[config.mk]
export PLATFORM = sky130hd
export DESIGN_NAME = datetime_text_parser
export DESIGN_NICKNAME = d
export VERILOG_FILES = /design/src/rtl/core/dtp_pkg.sv /design/src/rtl/core/dtp_parser.sv /design/src/rtl/core/dtp_frac_acc.sv /design/src/rtl/core/datetime_text_parser.sv
export SDC_FILE = /design/constraint.sdc
export NUM_CORES = 1
export LEC_CHECK = 0
export ABC_AREA = 1
export BUFFER_PORTS_ARGS = -buffer_cell sky130_fd_sc_hd__clkbuf_2
export CAP_MARGIN = 40
export CORE_MARGIN = 2
export CORE_UTILIZATION = 45
export CTS_CLUSTER_SIZE = 10
export DETAILED_ROUTE_END_ITERATION = 16
export PLACE_DENSITY = 0.65
export SETUP_SLACK_MARGIN = 0.15
export SLEW_MARGIN = 15
export SYNTH_ARGS = -nofsm -noshare
export SYNTH_HDL_FRONTEND = slang
export SYNTH_HIERARCHICAL = 1
export SYNTH_SLANG_ARGS = --single-unit
[constraint.sdc]
create_clock -name clk -period 8.3 [get_ports clk]
set_input_delay 0.83 -clock clk [delete_from_list [all_inputs] [get_ports clk]]
set_output_delay 0.83 -clock clk [all_outputs]
set_load 0.005 [all_outputs]
[src/rtl/core/dtp_pkg.sv]
// Shared constants, types and the fraction weight table of the date and time text parser.
`timescale 1ns / 1ps

package dtp_pkg;

  localparam int CP_W   = 21;
  localparam int YEAR_W = 14;
  localparam int TWO_W  = 7;
  localparam int FRAC_W = 32;
  localparam int POS_W  = 4;

  // Fraction digits that still carry weight; later digits are accepted but add nothing.
  localparam int FRAC_DIGITS = 9;
  localparam logic [POS_W-1:0] POS_FIRST = POS_W'(1);
  localparam logic [POS_W-1:0] POS_SAT   = POS_W'(10);

  localparam logic [YEAR_W-1:0] YEAR_THOUSAND = YEAR_W'(1000);
  localparam logic [YEAR_W-1:0] YEAR_HUNDRED  = YEAR_W'(100);
  localparam logic [YEAR_W-1:0] YEAR_TEN      = YEAR_W'(10);
  localparam logic [TWO_W-1:0]  TWO_TEN       = TWO_W'(10);

  localparam logic [CP_W-1:0] CH_EOT    = CP_W'('h04);
  localparam logic [CP_W-1:0] CH_TAB    = CP_W'('h09);
  localparam logic [CP_W-1:0] CH_LF     = CP_W'('h0A);
  localparam logic [CP_W-1:0] CH_CR     = CP_W'('h0D);
  localparam logic [CP_W-1:0] CH_SPACE  = CP_W'('h20);
  localparam logic [CP_W-1:0] CH_HYPHEN = CP_W'('h2D);
  localparam logic [CP_W-1:0] CH_DOT    = CP_W'('h2E);
  localparam logic [CP_W-1:0] CH_ZERO   = CP_W'('h30);
  localparam logic [CP_W-1:0] CH_NINE   = CP_W'('h39);
  localparam logic [CP_W-1:0] CH_COLON  = CP_W'('h3A);

  // Control from the parser to the fraction accumulator.
  typedef struct packed {
    logic             step;   // an item is being processed this cycle
    logic             last;   // that item ends the string
    logic             add;    // that item is a fraction digit
    logic [3:0]       digit;
  } dtp_frac_ctrl_t;

  // Parsed fields as they stand after the item in flight.
  typedef struct packed {
    logic              ok;
    logic [YEAR_W-1:0] year;
    logic [TWO_W-1:0]  month;
    logic [TWO_W-1:0]  day;
    logic [TWO_W-1:0]  hour;
    logic [TWO_W-1:0]  minute;
    logic [TWO_W-1:0]  second;
  } dtp_fields_t;

  // Weight of fraction digit k+1 in UQ32, that is 10^-(k+1).
  function automatic logic [FRAC_W-1:0] dtp_tenth_pow(input logic [POS_W-1:0] k);
    logic [FRAC_W-1:0] w;
    case (k)
      POS_W'(0): w = 32'h19999999;
      POS_W'(1): w = 32'h028f5c28;
      POS_W'(2): w = 32'h00418937;
      POS_W'(3): w = 32'h00068db8;
      POS_W'(4): w = 32'h0000a7c5;
      POS_W'(5): w = 32'h000010c6;
      POS_W'(6): w = 32'h000001ad;
      POS_W'(7): w = 32'h0000002a;
      POS_W'(8): w = 32'h00000004;
      default:   w = '0;
    endcase
    return w;
  endfunction

endpackage

[src/rtl/core/dtp_parser.sv]
// Character state machine with the date and time field accumulators.
`timescale 1ns / 1ps

module dtp_parser
  import dtp_pkg::*;
(
  input  logic             clk,
  input  logic             rst_n,
  input  logic             step,
  input  logic             last,
  input  logic [CP_W-1:0]  code_point,
  output dtp_fields_t      fields,
  output dtp_frac_ctrl_t   frac_ctrl
);

  typedef enum logic [4:0] {
    ST_INIT, ST_Y1, ST_Y2, ST_Y3, ST_YH, ST_M0, ST_M1, ST_MH, ST_D0, ST_D1, ST_DT,
    ST_H1, ST_HC, ST_N0, ST_N1, ST_NC, ST_S0, ST_S1, ST_SEC, ST_FRAC, ST_TIME, ST_ERR
  } state_t;

  state_t            state_r, state_nxt;
  logic [YEAR_W-1:0] year_r, year_nxt;
  logic [TWO_W-1:0]  month_r, month_nxt;
  logic [TWO_W-1:0]  day_r, day_nxt;
  logic [TWO_W-1:0]  hour_r, hour_nxt;
  logic [TWO_W-1:0]  minute_r, minute_nxt;
  logic [TWO_W-1:0]  second_r, second_nxt;

  logic              is_dig;
  logic              is_ws;
  logic              is_eot;
  logic [3:0]        dig;
  logic [YEAR_W-1:0] dig_y;
  logic [TWO_W-1:0]  dig_t;
  logic              frac_add;
  logic [CP_W-1:0]   dig_full;

  assign is_dig   = (code_point >= CH_ZERO) && (code_point <= CH_NINE);
  assign is_ws    = (code_point == CH_TAB) || (code_point == CH_SPACE) ||
                    (code_point == CH_LF) || (code_point == CH_CR);
  assign is_eot   = (code_point == CH_EOT);
  assign dig_full = code_point - CH_ZERO;
  assign dig      = is_dig ? dig_full[3:0] : 4'd0;
  assign dig_y    = YEAR_W'(dig);
  assign dig_t    = TWO_W'(dig);

  always_comb begin
    state_nxt  = ST_ERR;
    year_nxt   = year_r;
    month_nxt  = month_r;
    day_nxt    = day_r;
    hour_nxt   = hour_r;
    minute_nxt = minute_r;
    second_nxt = second_r;
    frac_add   = 1'b0;
    unique case (state_r)
      ST_INIT: begin
        if (is_ws) begin
          state_nxt = ST_INIT;
        end else if (is_dig) begin
          year_nxt  = year_r + dig_y * YEAR_THOUSAND;
          state_nxt = ST_Y1;
        end
      end
      ST_Y1: if (is_dig) begin
        year_nxt  = year_r + dig_y * YEAR_HUNDRED;
        state_nxt = ST_Y2;
      end
      ST_Y2: if (is_dig) begin
        year_nxt  = year_r + dig_y * YEAR_TEN;
        state_nxt = ST_Y3;
      end
      ST_Y3: if (is_dig) begin
        year_nxt  = year_r + dig_y;
        state_nxt = ST_YH;
      end
      ST_YH: if (code_point == CH_HYPHEN) state_nxt = ST_M0;
      ST_M0: if (is_dig) begin
        month_nxt = month_r + dig_t * TWO_TEN;
        state_nxt = ST_M1;
      end
      ST_M1: if (is_dig) begin
        month_nxt = month_r + dig_t;
        state_nxt = ST_MH;
      end
      ST_MH: if (code_point == CH_HYPHEN) state_nxt = ST_D0;
      ST_D0: if (is_dig) begin
        day_nxt   = day_r + dig_t * TWO_TEN;
        state_nxt = ST_D1;
      end
      ST_D1: if (is_dig) begin
        day_nxt   = day_r + dig_t;
        state_nxt = ST_DT;
      end
      ST_DT: begin
        if (is_ws) begin
          state_nxt = ST_DT;
        end else if (is_dig) begin
          hour_nxt  = hour_r + dig_t * TWO_TEN;
          state_nxt = ST_H1;
        end
      end
      ST_H1: if (is_dig) begin
        hour_nxt  = hour_r + dig_t;
        state_nxt = ST_HC;
      end
      ST_HC: if (code_point == CH_COLON) state_nxt = ST_N0;
      ST_N0: if (is_dig) begin
        minute_nxt = minute_r + dig_t * TWO_TEN;
        state_nxt  = ST_N1;
      end
      ST_N1: if (is_dig) begin
        minute_nxt = minute_r + dig_t;
        state_nxt  = ST_NC;
      end
      ST_NC: if (code_point == CH_COLON) state_nxt = ST_S0;
      ST_S0: if (is_dig) begin
        second_nxt = second_r + dig_t * TWO_TEN;
        state_nxt  = ST_S1;
      end
      ST_S1: if (is_dig) begin
        second_nxt = second_r + dig_t;
        state_nxt  = ST_SEC;
      end
      ST_SEC: begin
        if (code_point == CH_DOT) begin
          state_nxt = ST_FRAC;
        end else if (is_eot || is_ws) begin
          state_nxt = ST_TIME;
        end
      end
      ST_FRAC: begin
        if (is_dig) begin
          frac_add  = 1'b1;
          state_nxt = ST_FRAC;
        end else if (is_ws) begin
          state_nxt = ST_TIME;
        end
      end
      ST_TIME: if (is_eot || is_ws) state_nxt = ST_TIME;
      ST_ERR:  state_nxt = ST_ERR;
      default: state_nxt = ST_ERR;
    endcase
  end

  // The string's last transfer returns everything to the reset values.
  always_ff @(posedge clk) begin
    if (!rst_n) begin
      state_r  <= ST_INIT;
      year_r   <= '0;
      month_r  <= '0;
      day_r    <= '0;
      hour_r   <= '0;
      minute_r <= '0;
      second_r <= '0;
    end else if (step) begin
      if (last) begin
        state_r  <= ST_INIT;
        year_r   <= '0;
        month_r  <= '0;
        day_r    <= '0;
        hour_r   <= '0;
        minute_r <= '0;
        second_r <= '0;
      end else begin
        state_r  <= state_nxt;
        year_r   <= year_nxt;
        month_r  <= month_nxt;
        day_r    <= day_nxt;
        hour_r   <= hour_nxt;
        minute_r <= minute_nxt;
        second_r <= second_nxt;
      end
    end
  end

  assign fields.ok     = (state_nxt == ST_SEC) || (state_nxt == ST_TIME);
  assign fields.year   = year_nxt;
  assign fields.month  = month_nxt;
  assign fields.day    = day_nxt;
  assign fields.hour   = hour_nxt;
  assign fields.minute = minute_nxt;
  assign fields.second = second_nxt;

  assign frac_ctrl.step  = step;
  assign frac_ctrl.last  = last;
  assign frac_ctrl.add   = frac_add;
  assign frac_ctrl.digit = dig;

endmodule

[src/rtl/core/dtp_frac_acc.sv]
// Fraction accumulator: adds digit times 10^-k in UQ32 for the first fraction digits.
`timescale 1ns / 1ps

module dtp_frac_acc
  import dtp_pkg::*;
(
  input  logic              clk,
  input  logic              rst_n,
  input  dtp_frac_ctrl_t    ctrl,
  output logic [FRAC_W-1:0] frac_nxt
);

  logic [FRAC_W-1:0] acc_r;
  logic [POS_W-1:0]  pos_r, pos_nxt;
  logic [FRAC_W-1:0] weight;
  logic [FRAC_W+3:0] term;
  logic              weighted;

  assign weighted = ctrl.add && (pos_r <= POS_W'(FRAC_DIGITS));
  assign weight   = dtp_tenth_pow(pos_r - POS_FIRST);
  assign term     = (FRAC_W + 4)'(ctrl.digit) * (FRAC_W + 4)'(weight);
  assign frac_nxt = weighted ? acc_r + term[FRAC_W-1:0] : acc_r;
  assign pos_nxt  = (ctrl.add && (pos_r < POS_SAT)) ? pos_r + POS_FIRST : pos_r;

  always_ff @(posedge clk) begin
    if (!rst_n) begin
      acc_r <= '0;
      pos_r <= POS_FIRST;
    end else if (ctrl.step) begin
      if (ctrl.last) begin
        acc_r <= '0;
        pos_r <= POS_FIRST;
      end else begin
        acc_r <= frac_nxt;
        pos_r <= pos_nxt;
      end
    end
  end

endmodule

[src/rtl/core/datetime_text_parser.sv]
// A code point enters the input register and is parsed from there, and the result of a
// string's last code point is captured in the output register.
// Throughput: one code point per cycle unless the output stalls; one parse step each.
// Output back-pressure stalls both stages together through one shared advance signal.
// Synchronous active-low reset empties both stages and puts the parser in its leading
// whitespace state with all fields and the fraction cleared.
`timescale 1ns / 1ps

module datetime_text_parser
  import dtp_pkg::*;
(
  input  logic        clk,
  input  logic        rst_n,
  input  logic        in_tvalid,
  output logic        in_tready,
  input  logic [23:0] in_tdata,   // [20:0] code_point, [23:21] zero
  input  logic        in_tlast,   // last_char
  output logic        out_tvalid,
  input  logic        out_tready,
  output logic [87:0] out_tdata,  // [13:0] year, [20:14] month, [27:21] day, [34:28] hour,
                                  // [41:35] minute, [48:42] second, [80:49] fraction,
                                  // [87:81] zero
  output logic [0:0]  out_tuser   // [0] valid_res
);

  logic              s1_valid_r;
  logic [CP_W-1:0]   s1_cp_r;
  logic              s1_last_r;
  logic              advance;
  logic              step;
  logic              out_valid_r;
  logic [87:0]       out_data_r;
  logic              out_ok_r;
  dtp_fields_t       fields;
  dtp_frac_ctrl_t    frac_ctrl;
  logic [FRAC_W-1:0] frac_nxt;
  logic [87:0]       res_data;

  assign advance   = !out_valid_r || out_tready;
  assign in_tready = !s1_valid_r || advance;
  assign step      = s1_valid_r && advance;

  always_ff @(posedge clk) begin
    if (!rst_n) begin
      s1_valid_r <= 1'b0;
    end else if (in_tready) begin
      s1_valid_r <= in_tvalid;
    end
  end

  always_ff @(posedge clk) begin
    if (in_tvalid && in_tready) begin
      s1_cp_r   <= in_tdata[CP_W-1:0];
      s1_last_r <= in_tlast;
    end
  end

  dtp_parser u_parser (
    .clk        (clk),
    .rst_n      (rst_n),
    .step       (step),
    .last       (s1_last_r),
    .code_point (s1_cp_r),
    .fields     (fields),
    .frac_ctrl  (frac_ctrl)
  );

  dtp_frac_acc u_frac (
    .clk      (clk),
    .rst_n    (rst_n),
    .ctrl     (frac_ctrl),
    .frac_nxt (frac_nxt)
  );

  // A failed parse reports every field as zero.
  always_comb begin
    res_data = '0;
    if (fields.ok) begin
      res_data[13:0]  = fields.year;
      res_data[20:14] = fields.month;
      res_data[27:21] = fields.day;
      res_data[34:28] = fields.hour;
      res_data[41:35] = fields.minute;
      res_data[48:42] = fields.second;
      res_data[80:49] = frac_nxt;
    end
  end

  always_ff @(posedge clk) begin
    if (!rst_n) begin
      out_valid_r <= 1'b0;
    end else if (advance) begin
      out_valid_r <= step && s1_last_r;
    end
  end

  always_ff @(posedge clk) begin
    if (step && s1_last_r) begin
      out_data_r <= res_data;
      out_ok_r   <= fields.ok;
    end
  end

  assign out_tvalid   = out_valid_r;
  assign out_tdata    = out_data_r;
  assign out_tuser[0] = out_ok_r;

endmodule
==> qor.yml <==
sta:
  slew_headroom_pct: 42.1
  finalSetupViolCount: 0
  drv_slew: 0
  timing.final.crit_period_ns: 6.78
  fmax_mhz: 148
  finalHoldViolations: 0
  worst_slew_pin_slew_ns: 0.865
  finalSetupTns_ns: 0
  rsz0062_at_grt: "false"
  setup_slack_ns: 1.52
  post-route-period-util_pct: 81.6
  fin_skew_ns: 0.0194
layout:
  area_delta_synth_final_pct: 8.56
  nets: 3266
  fillers: 4344
  n_antenna_cell: 0
  layout_common_cells: "818 x nand2_1, 572 x inv_1, 238 x nor2_1"
  layout-drive-gt1-share_pct: 9.16
  utilization_pct: 49.7
  layout_commonest_cell: "nand2_1"
setup_path:
  slowest_delay_ns: 0.61
  arrival_ns: 7.04
  ff2ff_path_depth: 31
  crit_fanout: 24
  critPathLaunchType: "register"
  rr_endpoint: "out_tdata[75]"
  r2r_start: "s1_cp_r[2]"
  reg2reg_slack_ns: 1.52
  cp_slowest_cell: "nor2_4"
  crit_buf_inv: 10
  worstPathRequired_ns: 8.56
  end_kind: "register"
  cpLargestDelayFamily: "simple AND/OR/NAND/NOR gates"
  setup.worst_path.class: "register to register"
  crit_top_cell: "inv_1"
synth:
  ys_seq_area_share_pct: 25.1
  synth_area_leaders: "edfxtp_1 16%, nand2_1 16%, inv_1 11%"
  ys_async_sr_fraction_pct: 0
  ys.flop_type: "edfxtp_1"
  synth_cell_types: 69
  syn_area_per_cell_um2: 6.72
  synthCells: 2947
  yosysWarnings: 6
  synth_edf_count: 104
  yosysTopAreaCellShare_pct: 15.8
  syn-cell-area_um2: 19800
  yosys.area.top_type: "edfxtp_1"
  ys_ff_latch: 196
hold_path:
  hp-class: "register to register"
  hold_depth: 2
  hold_end: "u_frac/acc_r[27]"
  hold_start: "u_frac/acc_r[27]"
power:
  vdd_ir_drop_max_v: 0.000114
  p_leak_uw: 0.0112
  power.density_nw_per_um2: 102
drt:
  wire_per_inst_um: 16.4
  drt_wl_total_mm: 59.4
  via_count: 18961
  antenna_left: 0
  drc: 0
  drt_first_pass_iters: 6
  drt_iter0_markers: 1585
  drt-vias-per-instance: 5.24
cts:
  clk_latency_ns: 0.52
  path_clk_slew_ns: 0.08
  cts_hold_buf: 0
  cts_tree: "built"
  root_buffer: "clkbuf_16"
  clockBufferDepth: 2
  cts_sinks: 196
  postCtsResizedCells: 0
  numCtsBuffers: 17
  postCtsSetupRepairBufs: 0
  htree_levels: 4
die:
  die_w_um: 214
  boundaryPins: 120
  die_area_um2: 45700
  fp.coreArea_um2: 43300
  die_y_um: 214
  num_rows: 76
  initial_core_util_pct: 45.7
run_status:
  status: "finished clean"
flow_run:
  cap_violations: 0
place:
  post-place-ws_ns: 1.65
  routabilityCongestion: 1.01
  dp_hpwl_mm: 45.3
  portBuffers: 109
global_routing:
  track_usage_pct: 26.9
  antenna_found_initial: 1
  grt_overflow: 0
  grt_pass1_wl_mm: 94.9
  grt_pass1_vias: 18536
  grt_max_degree: 56
-- cells in the mapped netlist, types with 7 or more instances --
cell and count:
dfxtp_1 92, buf_2 11, o21ai_1 20, nor2_2 12
a31oi_1 9, a22oi_1 8, o21ai_2 8, o21a_1 7
nand4_1 34, nand2_1 818, inv_2 22, inv_1 572
nor2_1 241, edfxtp_1 104, nor4_1 7, o21ai_0 54
or2_2 7, nand2_2 24, and2_1 19, nor2_4 11
nand3_1 208, xor2_1 24, nand3b_1 13, a21oi_1 196
o21bai_1 10, xnor2_1 14, a21oi_2 9, buf_6 16
ha_1 135, o211ai_1 15, fa_1 81, nor3_1 22
buf_4 13, clkbuf_1 37
-- per-stage QoR --
stage / hold WS, ns / instances / total power [µW] / instance area, µm²
after floorplan: 0.445 / 2954 / 1210 / 19800
after global placement: 0.452 / 3582 / 1260 / 20700
after detailed placement: 0.456 / 3587 / 1260 / 20800
after CTS: 0.461 / 3619 / 2210 / 21500
after global routing: 0.468 / 3619 / 2270 / 21500
final: 0.472 / 3619 / 2190 / 21500
-- per-layer routing --
metal / vias up / global-route usage, % / wire, µm
li1: 9414 / - / -
met1: 8801 / 32.6 / 25100
met2: 596 / 46.1 / 28300
met3: 148 / 4.64 / 3250
met4: 2 / 13.2 / 2640
met5: - / 0 / 18
-- state kept, by name, indices dropped and copies added (netlist names), 4 cells and up --
signal	flops
out_tdata	81
u_frac/acc_r	32
s1_cp_r	21
u_parser/year_r	14
u_parser/day_r	7
u_parser/hour_r	7
u_parser/minute_r	7
u_parser/month_r	7
u_parser/second_r	7
u_parser/state_r	5
u_frac/pos_r	4
-- area by class of cell --
type | count | area (µm²) | area share [%]
Multi-Input combinational cell | 2081 | 12100 | 56.5
Clock buffer | 17 | 425 | 1.98
Clock inverter | 15 | 213 | 0.990
Inverter | 596 | 2240 | 10.4
Tap cell | 585 | 732 | 3.41
Timing Repair Buffer | 129 | 768 | 3.58
Sequential cell | 196 | 4960 | 23.1
-- cell families after synthesis --
logic type	after synthesis	share of synthesized area, %
AND/OR/NAND/NOR	1436	31.1
buffers and inverters	677	13.8
AO/OA/AOI/OAI	377	11.2
adder cells (fa/ha/maj)	216	16.7
flip-flops	196	25.1
XOR/XNOR	39	1.82
multiplexers	4	0.228
other	2	0.0379
-- power breakdown --
group	switching, µW	internal (µW)
combinational	146	52.0
sequential	14.5	1030
clock	455	489
-- how the worst max path moves through the flow --
stage               startpoint             to  slack [ns]  cells past startpoint
floorplan           out_tready   out_tdata[0]        1.16                      4
global placement    s1_cp_r[2]  out_tdata[75]        1.69                     29
detailed placement  s1_cp_r[2]  out_tdata[75]        1.65                     31
CTS                 s1_cp_r[2]  out_tdata[13]        1.61                     35
global route        s1_cp_r[7]  out_tdata[13]        0.94                     35
finish              s1_cp_r[2]  out_tdata[75]        1.52                     31
-- worst min-delay path: cells and delay by family, from the launching register on --
| kind | cells | cell delay, ns |
|---|---|---|
| flip-flops | 1 | 0.31 |
| AO/OA/AOI/OAI | 1 | 0.06 |
| AND/OR/NAND/NOR | 1 | 0.06 |
(Power assumes the default switching activity.)
